`config.mk`:
```
export PLATFORM = sky130hd
export DESIGN_NAME = stream_find_replace_core
export DESIGN_NICKNAME = d
export VERILOG_FILES = /design/src/rtl/sfr_pkg.sv /design/src/rtl/sfr_win_cell.sv /design/src/rtl/sfr_emit.sv /design/src/rtl/stream_find_replace_core.sv
export VERILOG_INCLUDE_DIRS = /design/src /design/src/rtl
export SDC_FILE = /design/constraint.sdc
export NUM_CORES = 1
export LEC_CHECK = 0
export BUFFER_PORTS_ARGS = -buffer_cell sky130_fd_sc_hd__buf_4
export CAP_MARGIN = 20
export CORE_ASPECT_RATIO = 1.2
export CORE_UTILIZATION = 40
export CTS_CLUSTER_SIZE = 8
export DETAILED_ROUTE_END_ITERATION = 8
export PLACE_DENSITY_LB_ADDON = 0.3
export SKIP_LAST_GASP = 1
export SYNTH_ARGS = -nofsm -noshare
export SYNTH_HDL_FRONTEND = slang
export SYNTH_SLANG_ARGS = --single-unit
```
`constraint.sdc`:
```
create_clock -name clock -period 7.94 [get_ports clock]
set_clock_uncertainty 0.2 [all_clocks]
set_input_delay 1.985 -clock clock [delete_from_list [all_inputs] [get_ports clock]]
set_output_delay 1.985 -clock clock [all_outputs]
set_load 0.05 [all_outputs]
```
`src/rtl/assert_macros.svh`:
```
// Assertion macros shared by the stream find/replace RTL.
// Each macro expects signals named clock and reset in the enclosing scope.
`ifndef ASSERT_MACROS_SVH
`define ASSERT_MACROS_SVH

// Condition must hold whenever the antecedent holds, in the same cycle.
`define SFR_ASSERT_IMPL(label, pre, post, msg) \
   label: assert property (@(posedge clock) disable iff (reset) (pre) |-> (post)) \
      else $error(msg);

// Condition must hold in the cycle after the antecedent.
`define SFR_ASSERT_NEXT(label, pre, post, msg) \
   label: assert property (@(posedge clock) disable iff (reset) (pre) |=> (post)) \
      else $error(msg);

`endif

```
`src/rtl/sfr_pkg.sv`:
```
// Shared types and constants for the stream find/replace core.
// No dependencies; imported by every module of the block.
`default_nettype none

package sfr_pkg;

   localparam int BYTE_W     = 8;
   localparam int LEN_W      = 4;
   localparam int LEN_CAP    = 8;
   localparam int CSR_ADDR_W = 2;
   localparam int CSR_DATA_W = 64;

   localparam logic [CSR_ADDR_W-1:0] CSR_TARGET_LEN    = 2'd0;
   localparam logic [CSR_ADDR_W-1:0] CSR_TARGET_BYTES  = 2'd1;
   localparam logic [CSR_ADDR_W-1:0] CSR_REPLACE_LEN   = 2'd2;
   localparam logic [CSR_ADDR_W-1:0] CSR_REPLACE_BYTES = 2'd3;

   typedef logic [BYTE_W-1:0] byte_type;
   typedef logic [LEN_W-1:0]  len_type;

   // Per-cell window control
   typedef struct packed {
      logic sel;    // this cell takes the incoming byte
      logic write;  // a beat was accepted, update the cell
      logic shift;  // window slides by one toward cell 0
   } cell_ctl_type;

   // Burst load into the output buffer
   typedef struct packed {
      logic    valid;
      len_type count;
      logic    has;
      logic    last;
   } emit_load_type;

endpackage

`default_nettype wire

```
`src/rtl/sfr_win_cell.sv`:
```
// One byte cell of the sliding match window.
// Depends on sfr_pkg; chained by stream_find_replace_core.
`default_nettype none

module sfr_win_cell (
   input  logic                  clock,
   input  sfr_pkg::cell_ctl_type ctl,
   input  sfr_pkg::byte_type     new_byte,
   input  sfr_pkg::byte_type     nbr_post,
   input  sfr_pkg::byte_type     tgt_byte,
   output sfr_pkg::byte_type     post_byte,
   output logic                  eq
);
   import sfr_pkg::*;

   byte_type win_ff;
   byte_type win_in;

   // value of this cell once the incoming byte is placed
   assign post_byte = ctl.sel ? new_byte : win_ff;
   assign eq        = (post_byte == tgt_byte);

   always_comb begin
      win_in = win_ff;
      if (ctl.write) begin
         win_in = ctl.shift ? nbr_post : post_byte;
      end
   end

   always_ff @(posedge clock) begin
      win_ff <= win_in;
   end

endmodule

`default_nettype wire

```
`src/rtl/sfr_emit.sv`:
```
// Output burst buffer: loads up to DEPTH bytes at once, shifts one per beat.
// Depends on sfr_pkg and assert_macros.svh.
`default_nettype none
`include "assert_macros.svh"

module sfr_emit #(
   parameter int DEPTH = 8
) (
   input  logic                   clock,
   input  logic                   reset,
   input  sfr_pkg::emit_load_type load,
   input  sfr_pkg::byte_type      ld_bytes [DEPTH],
   input  logic                   out_ready,
   output logic                   out_valid,
   output sfr_pkg::byte_type      out_byte,
   output logic                   out_has,
   output logic                   out_last,
   output logic                   can_load
);
   import sfr_pkg::*;

   localparam int CNT_W = $clog2(DEPTH + 1);

   byte_type         buf_ff [DEPTH];
   byte_type         buf_in [DEPTH];
   logic [CNT_W-1:0] cnt_ff, cnt_in;
   logic             has_ff, has_in;
   logic             last_ff, last_in;
   logic             take;

   assign out_valid = (cnt_ff != '0);
   assign out_byte  = buf_ff[0];
   assign out_has   = has_ff;
   assign out_last  = last_ff && (cnt_ff == CNT_W'(1));
   assign take      = out_valid && out_ready;
   assign can_load  = (cnt_ff == '0) || ((cnt_ff == CNT_W'(1)) && out_ready);

   for (genvar j = 0; j < DEPTH; j++) begin : g_buf
      if (j == DEPTH - 1) begin : g_tail
         assign buf_in[j] = load.valid ? ld_bytes[j] : (take ? '0 : buf_ff[j]);
      end else begin : g_body
         assign buf_in[j] = load.valid ? ld_bytes[j] : (take ? buf_ff[j+1] : buf_ff[j]);
      end
   end

   always_comb begin
      cnt_in  = cnt_ff;
      has_in  = has_ff;
      last_in = last_ff;
      if (load.valid) begin
         cnt_in  = CNT_W'(load.count);
         has_in  = load.has;
         last_in = load.last;
      end else if (take) begin
         cnt_in = cnt_ff - CNT_W'(1);
      end
   end

   always_ff @(posedge clock) begin
      if (reset) begin
         cnt_ff  <= '0;
         has_ff  <= 1'b0;
         last_ff <= 1'b0;
      end else begin
         cnt_ff  <= cnt_in;
         has_ff  <= has_in;
         last_ff <= last_in;
      end
   end

   always_ff @(posedge clock) begin
      buf_ff <= buf_in;
   end

   `SFR_ASSERT_IMPL(a_no_overrun, load.valid,
      (cnt_ff == '0) || ((cnt_ff == CNT_W'(1)) && out_ready),
      "burst loaded over undelivered beats")
   `SFR_ASSERT_IMPL(a_load_count, load.valid,
      (load.count != '0) && (load.count <= LEN_W'(DEPTH)),
      "burst length out of range")
   `SFR_ASSERT_NEXT(a_drain_step, take && !load.valid && (cnt_ff > CNT_W'(1)),
      cnt_ff == $past(cnt_ff) - CNT_W'(1),
      "buffer count did not step on a taken beat")

endmodule

`default_nettype wire

```
`src/rtl/stream_find_replace_core.sv`:
```
// Streaming find/replace: a chain of window cells compares against the target,
// an output buffer serializes the resulting bytes.
// Depends on sfr_pkg, sfr_win_cell, sfr_emit and assert_macros.svh.
//
// The first result beat is registered and presented in the cycle after the input beat.
// Throughput: one input byte per cycle while each byte yields at most one beat and
//   rsp_tready is high; a byte that yields several beats (replacement or flush) holds
//   the input until the single output port of the burst buffer has sent them.
// Reset (synchronous, active high): clears the registers, window fill and buffer.
`default_nettype none
`include "assert_macros.svh"

module stream_find_replace_core #(
   parameter int MAX_TARGET  = 8,
   parameter int MAX_REPLACE = 8
) (
   input  logic                               clock,
   input  logic                               reset,
   // input stream
   input  logic                               req_tvalid,
   output logic                               req_tready,
   input  logic [sfr_pkg::BYTE_W-1:0]         req_tdata,   // [7:0] in_byte
   input  logic                               req_tlast,   // in_last
   // result stream
   output logic                               rsp_tvalid,
   input  logic                               rsp_tready,
   output logic [sfr_pkg::BYTE_W-1:0]         rsp_tdata,   // [7:0] out_byte
   output logic                               rsp_tuser,   // [0] has_byte
   output logic                               rsp_tlast,   // out_last
   // register writes
   input  logic                               csr_we,
   input  logic [sfr_pkg::CSR_ADDR_W-1:0]     csr_addr,
   input  logic [sfr_pkg::CSR_DATA_W-1:0]     csr_wdata
);
   import sfr_pkg::*;

   localparam int WIN_DEPTH  = (MAX_TARGET  < LEN_CAP) ? MAX_TARGET  : LEN_CAP;
   localparam int REP_DEPTH  = (MAX_REPLACE < LEN_CAP) ? MAX_REPLACE : LEN_CAP;
   localparam int EMIT_DEPTH = (WIN_DEPTH > REP_DEPTH) ? WIN_DEPTH : REP_DEPTH;

   // configuration
   len_type  tlen_ff, tlen_in;
   len_type  rlen_ff, rlen_in;
   byte_type tgt_ff [WIN_DEPTH];
   byte_type tgt_in [WIN_DEPTH];
   byte_type rep_ff [REP_DEPTH];
   byte_type rep_in [REP_DEPTH];

   len_type  fill_ff, fill_in;
   len_type  tlen_eff, rlen_eff;
   len_type  fill_cur, fill_nx;
   logic     accept, pass, full, match;

   cell_ctl_type  cell_ctl [WIN_DEPTH];
   byte_type      post     [WIN_DEPTH];
   byte_type      nbr      [WIN_DEPTH];
   logic          eq       [WIN_DEPTH];

   byte_type      post_pad [EMIT_DEPTH];
   byte_type      rep_pad  [EMIT_DEPTH];
   byte_type      ld_bytes [EMIT_DEPTH];
   emit_load_type ld;

   assign tlen_eff = (tlen_ff > LEN_W'(WIN_DEPTH)) ? LEN_W'(WIN_DEPTH) : tlen_ff;
   assign rlen_eff = (rlen_ff > LEN_W'(REP_DEPTH)) ? LEN_W'(REP_DEPTH) : rlen_ff;

   assign accept   = req_tvalid && req_tready;
   assign pass     = (tlen_eff == '0);
   assign fill_cur = (fill_ff >= tlen_eff) ? '0 : fill_ff;
   assign fill_nx  = fill_cur + LEN_W'(1);
   assign full     = (fill_nx == tlen_eff);

   // ------------------------------------------------------------------
   // register writes
   // ------------------------------------------------------------------
   always_comb begin
      tlen_in = tlen_ff;
      rlen_in = rlen_ff;
      tgt_in  = tgt_ff;
      rep_in  = rep_ff;
      if (csr_we) begin
         case (csr_addr)
            CSR_TARGET_LEN: begin
               tlen_in = csr_wdata[LEN_W-1:0];
            end
            CSR_TARGET_BYTES: begin
               for (int i = 0; i < WIN_DEPTH; i++) begin
                  tgt_in[i] = csr_wdata[i*BYTE_W +: BYTE_W];
               end
            end
            CSR_REPLACE_LEN: begin
               rlen_in = csr_wdata[LEN_W-1:0];
            end
            CSR_REPLACE_BYTES: begin
               for (int i = 0; i < REP_DEPTH; i++) begin
                  rep_in[i] = csr_wdata[i*BYTE_W +: BYTE_W];
               end
            end
            default: begin
            end
         endcase
      end
   end

   always_ff @(posedge clock) begin
      if (reset) begin
         tlen_ff <= '0;
         rlen_ff <= '0;
         for (int i = 0; i < WIN_DEPTH; i++) begin
            tgt_ff[i] <= '0;
         end
         for (int i = 0; i < REP_DEPTH; i++) begin
            rep_ff[i] <= '0;
         end
      end else begin
         tlen_ff <= tlen_in;
         rlen_ff <= rlen_in;
         tgt_ff  <= tgt_in;
         rep_ff  <= rep_in;
      end
   end

   // ------------------------------------------------------------------
   // window cell chain
   // ------------------------------------------------------------------
   for (genvar i = 0; i < WIN_DEPTH; i++) begin : g_cell
      if (i == WIN_DEPTH - 1) begin : g_end
         assign nbr[i] = '0;
      end else begin : g_mid
         assign nbr[i] = post[i+1];
      end

      assign cell_ctl[i].sel   = (fill_cur == LEN_W'(i));
      assign cell_ctl[i].write = accept && !pass;
      assign cell_ctl[i].shift = full && !match;

      sfr_win_cell u_cell (
         .clock     (clock),
         .ctl       (cell_ctl[i]),
         .new_byte  (req_tdata),
         .nbr_post  (nbr[i]),
         .tgt_byte  (tgt_ff[i]),
         .post_byte (post[i]),
         .eq        (eq[i])
      );
   end

   always_comb begin
      match = 1'b1;
      for (int i = 0; i < WIN_DEPTH; i++) begin
         if ((LEN_W'(i) < tlen_eff) && !eq[i]) begin
            match = 1'b0;
         end
      end
   end

   // ------------------------------------------------------------------
   // burst selection
   // ------------------------------------------------------------------
   for (genvar j = 0; j < EMIT_DEPTH; j++) begin : g_pad
      if (j < WIN_DEPTH) begin : g_win
         assign post_pad[j] = post[j];
      end else begin : g_nowin
         assign post_pad[j] = '0;
      end
      if (j < REP_DEPTH) begin : g_rep
         assign rep_pad[j] = rep_ff[j];
      end else begin : g_norep
         assign rep_pad[j] = '0;
      end
   end

   always_comb begin
      ld.count = '0;
      ld.has   = 1'b1;
      ld.last  = req_tlast;
      fill_in  = fill_ff;
      for (int j = 0; j < EMIT_DEPTH; j++) begin
         ld_bytes[j] = post_pad[j];
      end

      if (pass) begin
         ld.count = LEN_W'(1);
         for (int j = 0; j < EMIT_DEPTH; j++) begin
            ld_bytes[j] = (j == 0) ? req_tdata : '0;
         end
      end else if (full && match) begin
         if (rlen_eff != '0) begin
            ld.count = rlen_eff;
            ld_bytes = rep_pad;
         end else if (req_tlast) begin
            // bare end marker
            ld.count = LEN_W'(1);
            ld.has   = 1'b0;
            for (int j = 0; j < EMIT_DEPTH; j++) begin
               ld_bytes[j] = '0;
            end
         end
      end else if (full) begin
         ld.count = req_tlast ? tlen_eff : LEN_W'(1);
      end else begin
         ld.count = req_tlast ? fill_nx : '0;
      end

      if (accept) begin
         if (pass || req_tlast || (full && match)) begin
            fill_in = '0;
         end else if (full) begin
            fill_in = tlen_eff - LEN_W'(1);
         end else begin
            fill_in = fill_nx;
         end
      end
      // a new target length drops whatever the window holds
      if (csr_we && (csr_addr == CSR_TARGET_LEN)) begin
         fill_in = '0;
      end

      ld.valid = accept && (ld.count != '0);
   end

   always_ff @(posedge clock) begin
      if (reset) begin
         fill_ff <= '0;
      end else begin
         fill_ff <= fill_in;
      end
   end

   sfr_emit #(
      .DEPTH (EMIT_DEPTH)
   ) u_emit (
      .clock     (clock),
      .reset     (reset),
      .load      (ld),
      .ld_bytes  (ld_bytes),
      .out_ready (rsp_tready),
      .out_valid (rsp_tvalid),
      .out_byte  (rsp_tdata),
      .out_has   (rsp_tuser),
      .out_last  (rsp_tlast),
      .can_load  (req_tready)
   );

   `SFR_ASSERT_IMPL(a_fill_below_len, tlen_eff != '0, fill_ff < tlen_eff,
      "window fill reached the target length between beats")
   `SFR_ASSERT_IMPL(a_marker_is_last, rsp_tvalid && !rsp_tuser, rsp_tlast,
      "bare marker beat without end of stream")
   `SFR_ASSERT_NEXT(a_last_empties, accept && req_tlast && !csr_we, fill_ff == '0,
      "window not emptied after the last byte")

endmodule

`default_nettype wire
```
Word-level counts from Yosys, hierarchy flattened
Cells that the tools add are included.

Add/sub/neg operators: 3. $lt $le $gt $ge: 11. Eq/ne operators: 20. Mux-type cells: 60. Reduce and logical (&&, ||, !) cells: 43.

Operators with widths (count): 64-bit 2-to-1 mux (4); 8-bit 2-to-1 mux (31); 8-bit == test (8); 4-bit 2-to-1 mux (13); 1-bit logical AND (17); 4-bit by 3-bit == test with 1-bit output, second input constant (4); 3-bit by 4-bit less-than comparator with 1-bit output, first input constant (4); 4-bit zero test (3); 4-bit nonzero test (3); 1-bit 2-to-1 mux (11); 1-bit zero test (10); 4-bit by 1-bit == test with 1-bit output, second input constant (2); 4-bit by 2-bit == test with 1-bit output, second input constant (2); 4-bit > comparator, second input constant (2); 1-bit by 4-bit less-than comparator with 1-bit output, first input constant (2); 2-bit by 4-bit less-than comparator with 1-bit output, first input constant (2); 2-bit AND reduction (4); 4-bit by 1-bit subtractor with 4-bit output, second input constant (2); 4-bit by 1-bit adder with 4-bit output, second input constant (1); 2-bit == test, second input constant (2); 4-bit == test (1); 4-bit greater-or-equal comparator (1); 1-bit logical OR (3); 2-bit by 1-bit == test with 1-bit output, second input constant (1); 4 further kinds (4).

Flip-flop bits (word level): 274. Input port bits: 80. Word-level logic and storage cells: 175.

Longest topological paths before layout
Depth in word-level cells: 23. Gate-level depth with buffers: 18. Depth with buffers taken out: 14.

By module
From an unflattened synthesis, not the netlist that was laid out.

Cell total of the unflattened synthesis: 1369. Area total of the unflattened synthesis: 14292.5 µm².

By module, submodules not included: stream_find_replace_core (instances 1, cells each 885, area each 6731.5 µm²); sfr_win_cell (instances 8, cells each 37, area each 559.3 µm²); sfr_emit (instances 1, cells each 188, area each 3086.7 µm²).

Worst setup path after synthesis
OpenSTA, ideal clock, no wires.

Path type: input to register. From: in req_tdata[4] (netlist name). To: reg u_emit.buf_ff[0] (netlist name), enable pin. Library setup time: 693 ps. Arrival: 5447 ps. Data required time: 7047 ps. Setup slack: 1600 ps. Cell stages on the path: 11. Cell sequence: clkbuf_1 > xor2_1 > nor4_1 > nand3_1 > nor4_1 > o32ai_1 > a2111o_1 > or3_1 > o211ai_2 > buf_2 > nand2_1.

Word-level cells in the longest chain between the ends: 18. Elaborated cells on any way between the ends: 46. Those cells by class: eq/ne: 8; mux: 18; reduce/logical: 20.

RTL lines: from (decl) (RTL line stream_find_replace_core.sv:22) `input logic [sfr_pkg::BYTE_W-1:0] req_tdata,`; 8-bit 2-to-1 mux (RTL line sfr_win_cell.sv:20) `assign post_byte = ctl.sel ? new_byte : win_ff;`; 8-bit == test (RTL line sfr_win_cell.sv:21) `assign eq = (post_byte == tgt_byte);`; 1-bit zero test (RTL line stream_find_replace_core.sv:151) `if ((LEN_W'(i) < tlen_eff) && !eq[i]) begin`; 1-bit logical AND (RTL line stream_find_replace_core.sv:151); 1-bit 2-to-1 mux (7 in series) (RTL line stream_find_replace_core.sv:151); 1-bit 2-to-1 mux (*) (RTL line stream_find_replace_core.sv:151); 1-bit logical AND (*) (RTL line stream_find_replace_core.sv:187) `end else if (full && match) begin`; 4-bit 2-to-1 mux (*) (RTL line stream_find_replace_core.sv:187); 4-bit 2-to-1 mux (*) (RTL line stream_find_replace_core.sv:182) `if (pass) begin`; 4-bit nonzero test (*) (RTL line stream_find_replace_core.sv:219) `ld.valid = accept && (ld.count != '0);`; 1-bit logical AND (*) (RTL line stream_find_replace_core.sv:219); 2-bit nonzero test (no line) (*); to (signal assigned) (RTL line sfr_emit.sv:72) `buf_ff <= buf_in;`; to (decl) (RTL line sfr_emit.sv:24) `byte_type buf_ff [DEPTH];`.

Mark *: on every way between the ends. The rest lies on a longest branch, timed or not. A chain may end at the register's enable or synchronous reset.

==> impl_metrics.json <==
{
  "die_h_um": 212.8,
  "totalPowerFinal_mw": 4.441,
  "fp-row-count": 76,
  "holdCritPathClass": "flop to flop",
  "cp_max_fo": 30,
  "wirelength_mm": 45.76,
  "fillers": 3476,
  "status": "completed",
  "ctsResizeCount": 0,
  "core_um2": 36230,
  "htree_num_levels": 2,
  "io_buffer_count": 91,
  "first_pass_iters": 5,
  "min_period_over_period_pct": 75.93,
  "ys_ff_latch": 274,
  "wire_per_inst_um": 20.78,
  "synthCells": 1689,
  "syn_avg_cell_area_um2": 8.772,
  "fmax_mhz": 165.9,
  "cts_tree": "done",
  "root_buffer": "clkbuf_16",
  "post-cts-setup-buffer-count": 0,
  "maxSlewHeadroom_pct": 29.44,
  "cts.clk_slew.worst_paths_ns": 0.06,
  "clock_sinks": 274,
  "drive_gt1_share_pct": 14.07,
  "rsz0062_at_grt": "no",
  "finalSetupTns_ns": 0,
  "min_period_ns": 6.029,
  "tightest_slew_ns": 1.055,
  "end_kind": "flop",
  "die_area_um2": 37810,
  "ys_seq_area_share_pct": 45.67,
  "cts_made_buffers": 40,
  "gp_congestion": 0.9445,
  "initial_core_util_pct": 40.89,
  "ys_types": 84,
  "clk_latency_ns": 0.54,
  "n_antenna_cell": 0,
  "crit_path_start_kind": "flop",
  "dp_slack_ns": 1.721,
  "syn-num-nets": 1779,
  "grt_pass1_vias": 12329,
  "cts_hold_buf": 0,
  "maxCapViolCount": 0,
  "ios": 92,
  "finalHoldViolCount": 0,
  "worst_slack_ns": 1.911,
  "drtAntennaViolNets": 0,
  "grt_max_degree": 76,
  "vias": 12828,
  "vdd_ir_drop_max_mv": 0.1417,
  "grt_antenna_before_repair": 0,
  "die_w_um": 177.7,
  "grt.total_usage_pct": 24.30,
  "synth_ff_type": "dfxtp_1",
  "hpwl_mm": 31.56,
  "report.final.slew_viol_count": 0,
  "synth_enable_flop_cells": 128,
  "synthesis.area_um2": 14820,
  "overflow": 0,
  "cp.arrival_ns": 6.19,
  "syn2layout_area_growth_pct": 13.25,
  "drc_errors": 0,
  "routed_via_density": 5.826,
  "finalSetupViolCount": 0,
  "leakage_nw": 6.252,
  "async_flop_share_pct": 0,
  "cts_buffer_depth": 3,
  "r2r_cells": 14,
  "cp.required_ns": 8.10,
  "path_class": "flop to flop",
  "yosysWarnings": 0,
  "utilization_pct": 46.31,
  "drt_iter0_drc": 1109,
  "hold_depth": 2,
  "fin_nets": 1798,
  "power_per_cell_area_nw_per_um2": 264.7,
  "grt_pass1_wl_mm": 70.62
}
critical path: stages (launching register included):
cell,delay (ns)
dfxtp_1,0.55
nand2b_1,0.29
inv_1,0.14
ha_1,0.33
or3b_4,0.45
a21boi_4,0.29
and3_1,0.67
nand2_2,0.17
and3_4,0.21
o41ai_4,0.54
a41oi_4,0.38
nor2_4,0.76
buf_4,0.47
a211oi_1,0.14
o31ai_1,0.25
power by group:
group          total [mW]  leakage (nW)  switching [mW]  internal (mW)
logic               0.915          3.31           0.624          0.291
clock network        1.56         0.540           0.611          0.951
registers            1.96          2.41           0.133           1.83
total                4.44          6.25            1.37           3.07
registers in the layout, summed over array words and instances, names as in the netlist:
name / count
fill_ff: 4
g_cell.u_cell.win_ff: 64
rep_ff: 64
rlen_ff: 4
tgt_ff: 64
tlen_ff: 4
u_emit.buf_ff: 56
u_emit.cnt_ff: 4
u_emit.last_ff: 1
u_emit.out_byte: 8
u_emit.out_has: 1
Yosys cell counts (11+ instances only):
cell | instances | area share, %
a21oi_1 | 165 | 5.6
a22oi_1 | 56 | 2.8
buf_1 | 12 | 0.30
buf_2 | 20 | 0.68
buf_4 | 11 | 0.56
clkbuf_1 | 74 | 1.9
dfxtp_1 | 146 | 20
edfxtp_1 | 128 | 26
inv_1 | 31 | 0.79
mux2i_1 | 16 | 1.1
nand2_1 | 447 | 11
nand3_1 | 25 | 0.84
nand3b_1 | 12 | 0.61
nand4_1 | 13 | 0.55
nor2_1 | 68 | 1.7
nor3_1 | 13 | 0.44
nor4_1 | 12 | 0.51
o21ai_0 | 36 | 1.2
o21ai_1 | 48 | 1.6
o221a_2 | 48 | 3.6
or3_1 | 43 | 1.8
xnor2_1 | 41 | 2.4
xor2_1 | 56 | 3.3
per-layer routing:
| metal | up-vias | wire, um | track usage, % |
|---|---|---|---|
| met2 | 530 | 22300 | 41.88 |
| met5 | - | 0 | 0 |
| met3 | 108 | 3180 | 3.241 |
| met1 | 6161 | 18410 | 30.18 |
| li1 | 6029 | - | - |
| met4 | 0 | 1874 | 10.70 |
placed cells by master, fill, tap and decap left out, types with 13 or more instances in the layout:
master | Yosys | routed
nand3_1 | 25 | 24
xor2_1 | 56 | 56
edfxtp_1 | 128 | 128
nor2_1 | 68 | 68
a21oi_1 | 165 | 165
clkbuf_16 | 0 | 41
o21ai_1 | 48 | 48
xnor2_1 | 41 | 41
buf_4 | 11 | 103
a22oi_1 | 56 | 56
inv_1 | 31 | 30
nor3_1 | 13 | 13
clkbuf_1 | 74 | 26
o221a_2 | 48 | 48
o21ai_0 | 36 | 36
nand2_1 | 447 | 445
mux2i_1 | 16 | 16
dfxtp_1 | 146 | 146
or3_1 | 43 | 43
nand4_1 | 13 | 13
metrics by stage:
stage                     instances  area (um^2)  hold slack [ns]
final                          2202        16780           0.2485
after global routing           2202        16780           0.2759
after CTS                      2202        16780           0.2519
after detailed placement       2134        15650           0.2424
after global placement         2133        15620           0.2435
after floorplan                1689        14820           0.2315
path summary, 6_finish.rpt:
kind	from	end	slack, ns
worst max register to register	tlen_ff[3]	u_emit.out_byte[3]	1.91
worst max-delay path	tlen_ff[3]	u_emit.out_byte[3]	1.91
worst min-delay path	u_emit.out_has	u_emit.out_has	0.25
worst min register to register	u_emit.out_has	u_emit.out_has	0.25
logic make-up after synthesis:
group	Yosys count	synth area share, %
AOI/OAI and AO/OA	430	19.74
muxes	30	2.601
and+or+nand+nor	689	20.68
DFF	274	45.67
buffers and inverters	159	4.729
xor gates and xnor gates	97	5.734
adders and majority gates	10	0.8445
layout make-up:
class	count	area, um^2	share of cell area [%]
inverter	32	120.1	0.7159
tap	468	585.6	3.490
sequential	274	6766	40.33
clock inverter	1	5.005	0.02983
timing repair buffer	104	800.8	4.773
clock buffer	67	1124	6.697
multi-input combinational	1256	7377	43.97
No activity file was read; power rests on OpenSTA's default activity.
